**config.mk**
```make
export PLATFORM = sky130hd
export DESIGN_NAME = scale2x_pixel_upscaler
export DESIGN_NICKNAME = d
export VERILOG_FILES = /design/src/rtl/s2x_pkg.sv /design/src/rtl/scale2x_pixel_upscaler.sv /design/src/rtl/s2x_cell.sv /design/src/rtl/s2x_line.sv /design/src/rtl/s2x_blend.sv
export SDC_FILE = /design/constraint.sdc
export NUM_CORES = 1
export LEC_CHECK = 0
export BUFFER_PORTS_ARGS = -buffer_cell sky130_fd_sc_hd__buf_2
export CAP_MARGIN = 20
export CORE_MARGIN = 2
export CORE_UTILIZATION = 65
export DETAILED_ROUTE_END_ITERATION = 12
export GPL_ROUTABILITY_DRIVEN = 0
export PLACE_DENSITY = 0.85
export SLEW_MARGIN = 20
export SYNTH_ARGS = -nofsm -noshare
export SYNTH_HDL_FRONTEND = slang
export SYNTH_SLANG_ARGS = --single-unit
export TNS_END_PERCENT = 100
```
**constraint.sdc**
```tcl
create_clock -name clock -period 16.2 [get_ports clock]
set_input_delay 1.62 -clock clock [delete_from_list [all_inputs] [get_ports clock]]
set_output_delay 1.62 -clock clock [all_outputs]
set_load 0.02 [all_outputs]
```
**src/rtl/s2x_pkg.sv**
```systemverilog
package s2x_pkg;

   localparam int MAX_WIDTH_DEF  = 128;
   localparam int MAX_HEIGHT_DEF = 64;

   localparam int WIDTH_RESET  = 64;
   localparam int HEIGHT_RESET = 32;

   localparam int CSR_DATA_W = 8;
   localparam int COL_OUT_W  = 7;
   localparam int ROW_OUT_W  = 6;

   localparam logic CSR_FRAME_WIDTH  = 1'b0;
   localparam logic CSR_FRAME_HEIGHT = 1'b1;

   localparam logic CMD_PUSH  = 1'b0;
   localparam logic CMD_DRAIN = 1'b1;

   typedef struct packed {
      logic e;
      logic b;
      logic d;
      logic f;
      logic h;
   } nbr_type;

   typedef struct packed {
      logic top_left;
      logic top_right;
      logic bottom_left;
      logic bottom_right;
   } blk_type;

endpackage

```
**src/rtl/scale2x_pixel_upscaler.sv**
```systemverilog
// The word for a pixel is registered at the push of the pixel one row plus one place
// later, or at the drain word that flushes it. Throughput: one word per cycle unless
// stalled, set by the pixel shift line that advances once per word.
// After the last push of a frame one pixel high, input is held off while the line pads.
// Synchronous active-high reset clears the counters and the output valid and loads
// the frame size registers with 64 by 32, clamped to the maximum size.
module scale2x_pixel_upscaler
   import s2x_pkg::*;
#(
   parameter int MAX_WIDTH  = MAX_WIDTH_DEF,
   parameter int MAX_HEIGHT = MAX_HEIGHT_DEF
)
(
   input  logic                  clock,
   input  logic                  reset,
   input  logic                  req_valid,
   output logic                  req_stall,
   input  logic                  req_cmd,
   input  logic                  req_pixel_in,
   output logic                  rsp_valid,
   input  logic                  rsp_stall,
   output logic                  rsp_top_left,
   output logic                  rsp_top_right,
   output logic                  rsp_bottom_left,
   output logic                  rsp_bottom_right,
   output logic [COL_OUT_W-1:0]  rsp_src_col,
   output logic [ROW_OUT_W-1:0]  rsp_src_row,
   output logic                  rsp_last_of_frame,
   input  logic                  csr_write,
   input  logic                  csr_index,
   input  logic [CSR_DATA_W-1:0] csr_wdata
);

   localparam int CW = $clog2(MAX_WIDTH);
   localparam int RW = $clog2(MAX_HEIGHT);

   function automatic int clamp_m1(input int v, input int mx);
      int r;
      if (v == 0) begin
         r = 0;
      end else if (v > mx) begin
         r = mx - 1;
      end else begin
         r = v - 1;
      end
      return r;
   endfunction

   logic [CW-1:0] wm1_ff, wm1_in;
   logic [RW-1:0] hm1_ff, hm1_in;
   logic [CW-1:0] ax_ff, ax_in;
   logic [RW-1:0] ay_ff, ay_in;
   logic [CW-1:0] ex_ff, ex_in;
   logic [RW-1:0] ey_ff, ey_in;
   logic          full_ff, full_in;
   logic          done_ff, done_in;
   logic          pad_ff, pad_in;
   logic          rsp_valid_ff, rsp_valid_in;

   logic          p0_ff, p0_in;
   logic          pc_ff, pc_in;
   logic          pd_ff, pd_in;

   blk_type                blk_ff;
   logic [COL_OUT_W-1:0]   col_ff;
   logic [ROW_OUT_W-1:0]   row_ff;
   logic                   last_ff;

   logic          is_push, req_fire, restart;
   logic [CW-1:0] ax0, ex0;
   logic [RW-1:0] ay0, ey0;
   logic          done0, primed, push_go, drain_go, emit, shift, last;
   logic          pf, pb;
   nbr_type       nbr;
   blk_type       blk;

   s2x_line #(.DEPTH(MAX_WIDTH - 1)) u_line_a (
      .clock    (clock),
      .shift    (shift),
      .len      (wm1_ff),
      .data_in  (p0_ff),
      .data_out (pf)
   );

   s2x_line #(.DEPTH(MAX_WIDTH - 1)) u_line_b (
      .clock    (clock),
      .shift    (shift),
      .len      (wm1_ff),
      .data_in  (pd_ff),
      .data_out (pb)
   );

   s2x_blend u_blend (
      .nbr (nbr),
      .blk (blk)
   );

   always_comb begin
      req_stall = (rsp_valid_ff & rsp_stall) | pad_ff;
      req_fire  = req_valid & ~req_stall;
      is_push   = (req_cmd == CMD_PUSH);
      restart   = is_push & full_ff & done_ff;
      ax0       = restart ? '0 : ax_ff;
      ay0       = restart ? '0 : ay_ff;
      ex0       = restart ? '0 : ex_ff;
      ey0       = restart ? '0 : ey_ff;
      done0     = done_ff & ~restart;
      primed    = (ay0 > RW'(1)) | ((ay0 == RW'(1)) & (ax0 != '0));
      push_go   = req_fire & is_push & (~full_ff | done_ff);
      drain_go  = req_fire & (req_cmd == CMD_DRAIN) & full_ff & ~done_ff;
      emit      = (push_go & primed & ~done0) | drain_go;
      shift     = push_go | drain_go | pad_ff;
      last      = (ex0 == wm1_ff) & (ey0 == hm1_ff);

      nbr.e = pc_ff;
      nbr.b = (ey0 == '0) ? pc_ff : pb;
      nbr.d = (ex0 == '0) ? pc_ff : pd_ff;
      nbr.f = (ex0 == wm1_ff) ? pc_ff : pf;
      nbr.h = (ey0 == hm1_ff) ? pc_ff : p0_ff;

      p0_in = push_go ? req_pixel_in : 1'b0;
      pc_in = pf;
      pd_in = pc_ff;

      wm1_in  = wm1_ff;
      hm1_in  = hm1_ff;
      ax_in   = ax_ff;
      ay_in   = ay_ff;
      ex_in   = ex_ff;
      ey_in   = ey_ff;
      full_in = full_ff;
      done_in = done_ff;
      pad_in  = 1'b0;

      if (csr_write) begin
         unique case (csr_index)
            CSR_FRAME_WIDTH:  wm1_in = CW'(clamp_m1(int'(csr_wdata), MAX_WIDTH));
            CSR_FRAME_HEIGHT: hm1_in = RW'(clamp_m1(int'(csr_wdata[6:0]), MAX_HEIGHT));
            default:          wm1_in = wm1_ff;
         endcase
         ax_in   = '0;
         ay_in   = '0;
         ex_in   = '0;
         ey_in   = '0;
         full_in = 1'b0;
         done_in = 1'b0;
      end else begin
         if (push_go) begin
            ax_in   = (ax0 == wm1_ff) ? '0 : ax0 + CW'(1);
            ay_in   = (ax0 == wm1_ff) ? ay0 + RW'(1) : ay0;
            full_in = (ax0 == wm1_ff) & (ay0 == hm1_ff);
            // A one-row frame is one shift short of the drain alignment.
            pad_in  = full_in & (hm1_ff == '0);
            ex_in   = ex0;
            ey_in   = ey0;
            done_in = done0;
         end
         if (emit) begin
            ex_in   = (ex0 == wm1_ff) ? '0 : ex0 + CW'(1);
            ey_in   = (ex0 == wm1_ff) ? ey0 + RW'(1) : ey0;
            done_in = last;
         end
      end

      if (emit) begin
         rsp_valid_in = 1'b1;
      end else if (!rsp_stall) begin
         rsp_valid_in = 1'b0;
      end else begin
         rsp_valid_in = rsp_valid_ff;
      end
   end

   always_ff @(posedge clock) begin
      if (reset) begin
         wm1_ff       <= CW'(clamp_m1(WIDTH_RESET, MAX_WIDTH));
         hm1_ff       <= RW'(clamp_m1(HEIGHT_RESET, MAX_HEIGHT));
         ax_ff        <= '0;
         ay_ff        <= '0;
         ex_ff        <= '0;
         ey_ff        <= '0;
         full_ff      <= 1'b0;
         done_ff      <= 1'b0;
         pad_ff       <= 1'b0;
         rsp_valid_ff <= 1'b0;
      end else begin
         wm1_ff       <= wm1_in;
         hm1_ff       <= hm1_in;
         ax_ff        <= ax_in;
         ay_ff        <= ay_in;
         ex_ff        <= ex_in;
         ey_ff        <= ey_in;
         full_ff      <= full_in;
         done_ff      <= done_in;
         pad_ff       <= pad_in;
         rsp_valid_ff <= rsp_valid_in;
      end
   end

   always_ff @(posedge clock) begin
      if (shift) begin
         p0_ff <= p0_in;
         pc_ff <= pc_in;
         pd_ff <= pd_in;
      end
      if (emit) begin
         blk_ff  <= blk;
         col_ff  <= COL_OUT_W'(ex0);
         row_ff  <= ROW_OUT_W'(ey0);
         last_ff <= last;
      end
   end

   assign rsp_valid         = rsp_valid_ff;
   assign rsp_top_left      = blk_ff.top_left;
   assign rsp_top_right     = blk_ff.top_right;
   assign rsp_bottom_left   = blk_ff.bottom_left;
   assign rsp_bottom_right  = blk_ff.bottom_right;
   assign rsp_src_col       = col_ff;
   assign rsp_src_row       = row_ff;
   assign rsp_last_of_frame = last_ff;

endmodule

```
**src/rtl/s2x_cell.sv**
```systemverilog
module s2x_cell
   import s2x_pkg::*;
(
   input  logic clock,
   input  logic shift,
   input  logic head,
   input  logic data_new,
   input  logic data_prev,
   output logic data_q
);

   logic data_ff;
   logic data_in;

   assign data_in = head ? data_new : data_prev;

   always_ff @(posedge clock) begin
      if (shift) begin
         data_ff <= data_in;
      end
   end

   assign data_q = data_ff;

endmodule

```
**src/rtl/s2x_line.sv**
```systemverilog
module s2x_line
   import s2x_pkg::*;
#(
   parameter int DEPTH = MAX_WIDTH_DEF - 1,
   localparam int LW = $clog2(DEPTH + 1)
)
(
   input  logic          clock,
   input  logic          shift,
   input  logic [LW-1:0] len,
   input  logic          data_in,
   output logic          data_out
);

   logic [DEPTH-1:0] q;
   logic [DEPTH-1:0] head;

   // The newest pixel enters at the cell that leaves exactly len cells to the end.
   for (genvar k = 0; k < DEPTH; k++) begin : g_cell
      assign head[k] = (len == LW'(DEPTH - k));
      if (k == 0) begin : g_first
         s2x_cell u_cell (
            .clock     (clock),
            .shift     (shift),
            .head      (head[k]),
            .data_new  (data_in),
            .data_prev (data_in),
            .data_q    (q[k])
         );
      end else begin : g_rest
         s2x_cell u_cell (
            .clock     (clock),
            .shift     (shift),
            .head      (head[k]),
            .data_new  (data_in),
            .data_prev (q[k-1]),
            .data_q    (q[k])
         );
      end
   end

   assign data_out = (len == '0) ? data_in : q[DEPTH-1];

endmodule

```
**src/rtl/s2x_blend.sv**
```systemverilog
module s2x_blend
   import s2x_pkg::*;
(
   input  nbr_type nbr,
   output blk_type blk
);

   always_comb begin
      blk = '{top_left: nbr.e, top_right: nbr.e, bottom_left: nbr.e, bottom_right: nbr.e};
      if ((nbr.b != nbr.h) && (nbr.d != nbr.f)) begin
         blk.top_left     = (nbr.d == nbr.b) ? nbr.d : nbr.e;
         blk.top_right    = (nbr.b == nbr.f) ? nbr.f : nbr.e;
         blk.bottom_left  = (nbr.d == nbr.h) ? nbr.d : nbr.e;
         blk.bottom_right = (nbr.h == nbr.f) ? nbr.f : nbr.e;
      end
   end

endmodule

```
# Yosys cells after proc, flatten, opt, wreduce, memory -nomap -nowiden
# Index checks and enable logic that the tools add are counted.
# word_totals
rom_bits	0
mem_bits_rw	0
reg_bits	318
memories	0
latchBits	0
elab_cells	747
# classes
shifts	0
order_cmp	3
addsub	6
n_bitwise	30
n_reduce_logical	13
muxes	283
n_div	0
n_mul	0
n_eq_ne	138
# op_table
operator	n
$eq A7 B7 Y1 const B	63
$mux W1	266
$eq A7 B6 Y1 const B	32
$eq A7 B5 Y1 const B	16
$eq A7 B4 Y1 const B	8
$mux W7	8
$mux W6	8
$eq A7 B3 Y1 const B	4
$logic_not A7 Y1	3
$and A1 B1 Y1	16
$add A7 B1 Y7 const B	2
$eq A7 B2 Y1 const B	2
$eq A7 B7 Y1	2
$add A6 B1 Y6 const B	2
$eq A6 B6 Y1	2
$logic_not A6 Y1	2
$gt A8 B8 Y1 const B	1
$logic_not A8 Y1	1
$not A1 Y1	8
$eq A7 B1 Y1 const B	1
$gt A7 B7 Y1 const B	1
$reduce_bool A7 Y1	1
$sub A7 B1 Y7 const B	1
$eq A6 B1 Y1 const B	1
12 further kinds	22

# Depth between registers and ports, before layout
# logic_depth
word_depth	11
depth_mapped	13
depth_no_buf	10

# Cells and area by module
# A second synthesis with hierarchy kept.
# unflattened
hier_cells	1325
hier_area_um2	16882.4
# modules_own_cells
mod	cells_per_inst	instances	area_per_inst_um2
s2x_cell	2	254	45.0
scale2x_pixel_upscaler	454	1	3866.2
s2x_line	175	2	737.0
s2x_blend	13	1	101.3

# Least setup slack after synthesis
# No wires, ideal clock.
# synth_timing
path_type	input -> register
start	input port req_cmd
end	register p0_ff, enable pin
slack_ns	7.510
path_buffers	1
t_required_ns	15.537
stages	4
arrival_ns	8.027
cell_sequence	buf_6 xnor2_1 nand3_1 nand2b_1
# synth_between
elab_chain_cells	5
elab_cells_between_ends	8
# synth_rtl
item	line_no	source
start: declaration	scale2x_pixel_upscaler.sv:18	input logic req_cmd,
$and A1 B1 Y1 or $not A1 Y1 (tied branches)	scale2x_pixel_upscaler.sv:110, scale2x_pixel_upscaler.sv:101	
$and A1 B1 Y1, on equally long branches (2 in a row)	scale2x_pixel_upscaler.sv:110, scale2x_pixel_upscaler.sv:109	
$or A1 B1 Y1 (*) (2 in a row)	scale2x_pixel_upscaler.sv:112	shift = push_go | drain_go | pad_ff;
net shift	scale2x_pixel_upscaler.sv:72	logic done0, primed, push_go, drain_go, emit, shift, last;
end signal: assignment	scale2x_pixel_upscaler.sv:202	p0_ff <= p0_in;
end: declaration	scale2x_pixel_upscaler.sv:60	logic p0_ff, p0_in;
# The timed path passes the listed nets; every way through them passes the cells marked *.
# A chain may end at the register's enable or synchronous reset.

# Worst setup path in the final report
# layout_timing
start	input port req_cmd
end	register ey_ff[4]
# layout_between
elab_chain_cells	11
elab_cells_between_ends	29
# layout_rtl
item	line_no	source
branches (longest 9 deep; another with $gt A6 B1 Y1)	n/a	
$or A1 B1 Y1 (*)	scale2x_pixel_upscaler.sv:111	emit = (push_go & primed & ~done0) | drain_go;
net emit	scale2x_pixel_upscaler.sv:72	
$mux W6 or $reduce_bool A2 Y1 (tied branches)	n/a	
end signal: assignment	scale2x_pixel_upscaler.sv:192	ey_ff <= ey_in;
end: declaration	scale2x_pixel_upscaler.sv:54	logic [RW-1:0] ey_ff, ey_in;
# Mark *: on every way through the listed nets, which the timed path passes. The select of a mux whose other input is x is not followed.

==> flow_metrics.tcl <==
set metrics [dict create \
    cts_resized 0 \
    clk_latency_ns 0.53 \
    drc_errors 0 \
    tightestPinTransition_ns 1.25 \
    grtUsageTotal_pct 27.4 \
    hold_viol 0 \
    nNetsFinal 1306 \
    period_share_pct 28.0 \
    die_w_um 156 \
    synth_edf_count 275 \
    critPathKind "input pin to flip-flop" \
    post-cts-setup-buffers 0 \
    maxSlewViolCount 0 \
    internal_power_mw 1.38 \
    core_um2 22700 \
    cts_root_buffer "clkbuf_16" \
    switching_power_mw 0.385 \
    power_density_nw_per_um2 107 \
    drt_iter0_drc 1393 \
    seq_area_frac_synth_pct 60.6 \
    clockPowerShare_pct 42.3 \
    area_delta_synth_final_pct 9.54 \
    clock_sinks 318 \
    diodes 0 \
    wl_um 33100 \
    grt_overflow_total 0 \
    setup_tns_ns 0 \
    r2r_end "u_line_b.g_cell[11].g_rest.u_cell.data_q" \
    clk_pin_slew_ns 0.06 \
    holdBufCountCts 0 \
    ant_nets 0 \
    swShare_pct 21.8 \
    final_cells 1592 \
    port_buffers 35 \
    synth_top_area_cell "edfxtp_1" \
    min_to "ax_ff[0]" \
    rows 55 \
    grt_start_max_net_pins 113 \
    grt_pass1_wl_um 51900 \
    synth_cells 1272 \
    grtUsageMet3_pct 4.97 \
    antenna_found_initial 0 \
    wl_per_cell_um 20.8 \
    p_seq_share_pct 53.0 \
    cellLeakagePower_nw 5.64 \
    end_kind "flip-flop" \
    finalClockSkew_ns 0.0264 \
    ios 36 \
    utilization_pct 72.6 \
    routed_via_density 6.43 \
    cap_violations 0 \
    synth_ff_type "edfxtp_1" \
    ir_drop_mv 0.101 \
    fmax_ghz 0.221 \
    synthDistinctLibCells 68 \
    synth-seq-cells 318 \
    grt_pass1_vias 9747 \
    cts_inserted_buffers 34 \
    ys_warn_count 0 \
    ff2ff_setup_slack_ns 12.29 \
    placedCellCount 1531 \
    maxSlewHeadroom_pct 16.6 \
    holdPathStages 2 \
    hold_path_class "flip-flop to flip-flop" \
    synth_top_area_share_pct 54.9 \
    use_met2_pct 44.0 \
    mappedNetlistArea_um2 15000 \
    dieArea_um2 24400 \
    hpwlAfterDp_um 19000 \
    rr_startpoint "full_ff" \
    synth_area_leaders "edfxtp_1 (55%), mux2_2 (13%), dfxtp_1 (5.7%)" \
    dr.pass1.iters 6 \
    cts_htree_levels 2 \
    setup_viol 0 \
    die_h_um 156 \
    use_met1_pct 38.7 \
    grt-busiest-layer "met2" \
    start_util_pct 66.2 \
    status "finished, final reports clean" \
    period_needed_ns 4.53 \
    postSynthAreaPerCell_um2 11.8 \
    synth_async_sr_flop_share_pct 0 \
    worst_ep_required_time_ns 16.61 \
    cts_tree "built" \
    r2r_cells 6 \
    fillers 1454 \
    worstPathArrival_ns 4.95 \
    rsz0062_at_grt "no" \
    syn_nets 1296 \
    p_comb_share_pct 4.7 \
    final_layout_size_suffix_gt1_share_pct 21.7 \
    cts_buffer_depth 3 \
    crit_fanout 34 \
    vias 10200 \
    hp-start "ax_ff[0]" \
    cp-start-kind "input pin" \
]
[routing by layer]
metal	wire length [um]	part of all wire, %	vias up
li1	-	-	4699
met1	13800	42	5002
met2	15800	48	471
met3	2680	8.1	71
met4	876	2.6	0
met5	0	0	-
[registers in the layout, summed over array words and instances (netlist names), 7 cells and up]
register / count
ex_ff: 7
rsp_src_col: 7
u_line_a.g_cell.g_rest.u_cell.data_q: 126
u_line_b.g_cell.g_rest.u_cell.data_q: 126
ax_ff: 7
wm1_ff: 7
[cells by family (layout without fill, tap and decap cells)]
family                     Yosys count  in the layout  synth area share, %
AOI/OAI and AO/OA                  219            219                 8.57
xor gates and xnor gates            24             24                 1.40
adders and majority gates           10             10                0.799
buffers and inverters               97            132                 2.64
DFF                                318            318                 60.6
muxes                              170            170                 12.7
and+or+nand+nor                    434            434                 13.3
[cell usage after synthesis, types with 5 or more instances]
cell,count
and3_1,13
edfxtp_1,275
and2_1,11
a21oi_1,36
nand3_1,15
a31oi_1,8
nor2b_1,8
buf_2,5
a32oi_1,5
o21ai_0,119
xnor2_1,16
nor4_1,7
nand2b_1,11
nand2_1,222
mux2_2,167
inv_1,22
nor2_1,88
nand4_1,7
clkbuf_1,60
ha_1,8
xor2_1,8
or3_1,8
a22oi_1,5
dfxtp_1,43
a211oi_1,7
or2_2,7
a211o_1,7
nor3_1,12
[worst max-delay path by stage]
stage / startpoint / to / depth (start not counted)
finish: req_cmd / ey_ff[4] / 12
global route: req_cmd / ey_ff[4] / 12
CTS: rsp_stall / u_line_b.g_cell[3].g_rest.u_cell.data_q / 6
detailed placement: rsp_stall / u_line_b.g_cell[38].g_rest.u_cell.data_q / 6
global placement: rsp_stall / u_line_b.g_cell[40].g_rest.u_cell.data_q / 6
floorplan: req_cmd / p0_ff / 4
[power groups by stage]
stage | Sequential, mW | Clock [mW] | Combinational, mW
final | 0.936 | 0.748 | 0.0831
after floorplan | 0.951 | 0 | 0.0634
after global placement | 0.951 | 0 | 0.0787
after CTS | 0.935 | 0.753 | 0.0823
after global routing | 0.938 | 0.787 | 0.0911
after detailed placement | 0.952 | 0 | 0.0813
[metrics by stage]
stage                     instance area [um^2]  worst slack [ns]  power (mW)  hold WS, ns
final                                    16500             11.67        1.77        0.483
after global routing                     16500             11.41        1.82        0.494
after CTS                                16500             11.75        1.77        0.479
after detailed placement                 15400             11.22        1.03        0.465
after global placement                   15400             11.28        1.03        0.459
after floorplan                          15000              7.51        1.01        0.445
[layout make-up]
cell class	count	area [um^2]	share of cell area (%)
sequential	318	9120	55.3
multi-input combinational	857	5580	33.8
clock buffer	45	917	5.57
tap	285	357	2.16
timing repair buffer	48	273	1.66
clock inverter	16	149	0.904
inverter	23	86.3	0.524
[critical path, cell delays in order]
cell and delay (ns):
buf_2 0.15, nand3b_1 0.12, buf_4 0.33, nand2_1 0.19, ha_1 0.24, a41oi_1 0.22, o21ai_0 0.13, a211o_1 0.48
inv_1 0.71, and3_1 0.35, a41oi_1 0.15, o221a_2 0.27
[layout by cell type, fill, tap and decap left out, types with 8 or more instances in the layout]
cell type,n
mux2_2,167
xor2_1,8
or3_1,8
nand2_1,222
nand3_1,15
clkbuf_16,35
nor2b_1,8
edfxtp_1,275
clkbuf_1,9
buf_4,13
and2_1,11
inv_1,22
dfxtp_1,43
buf_2,35
a31oi_1,8
nand2b_1,10
ha_1,8
o21ai_0,119
nor2_1,88
a21oi_1,36
and3_1,13
xnor2_1,16
Power figures use the tool's default switching activity.
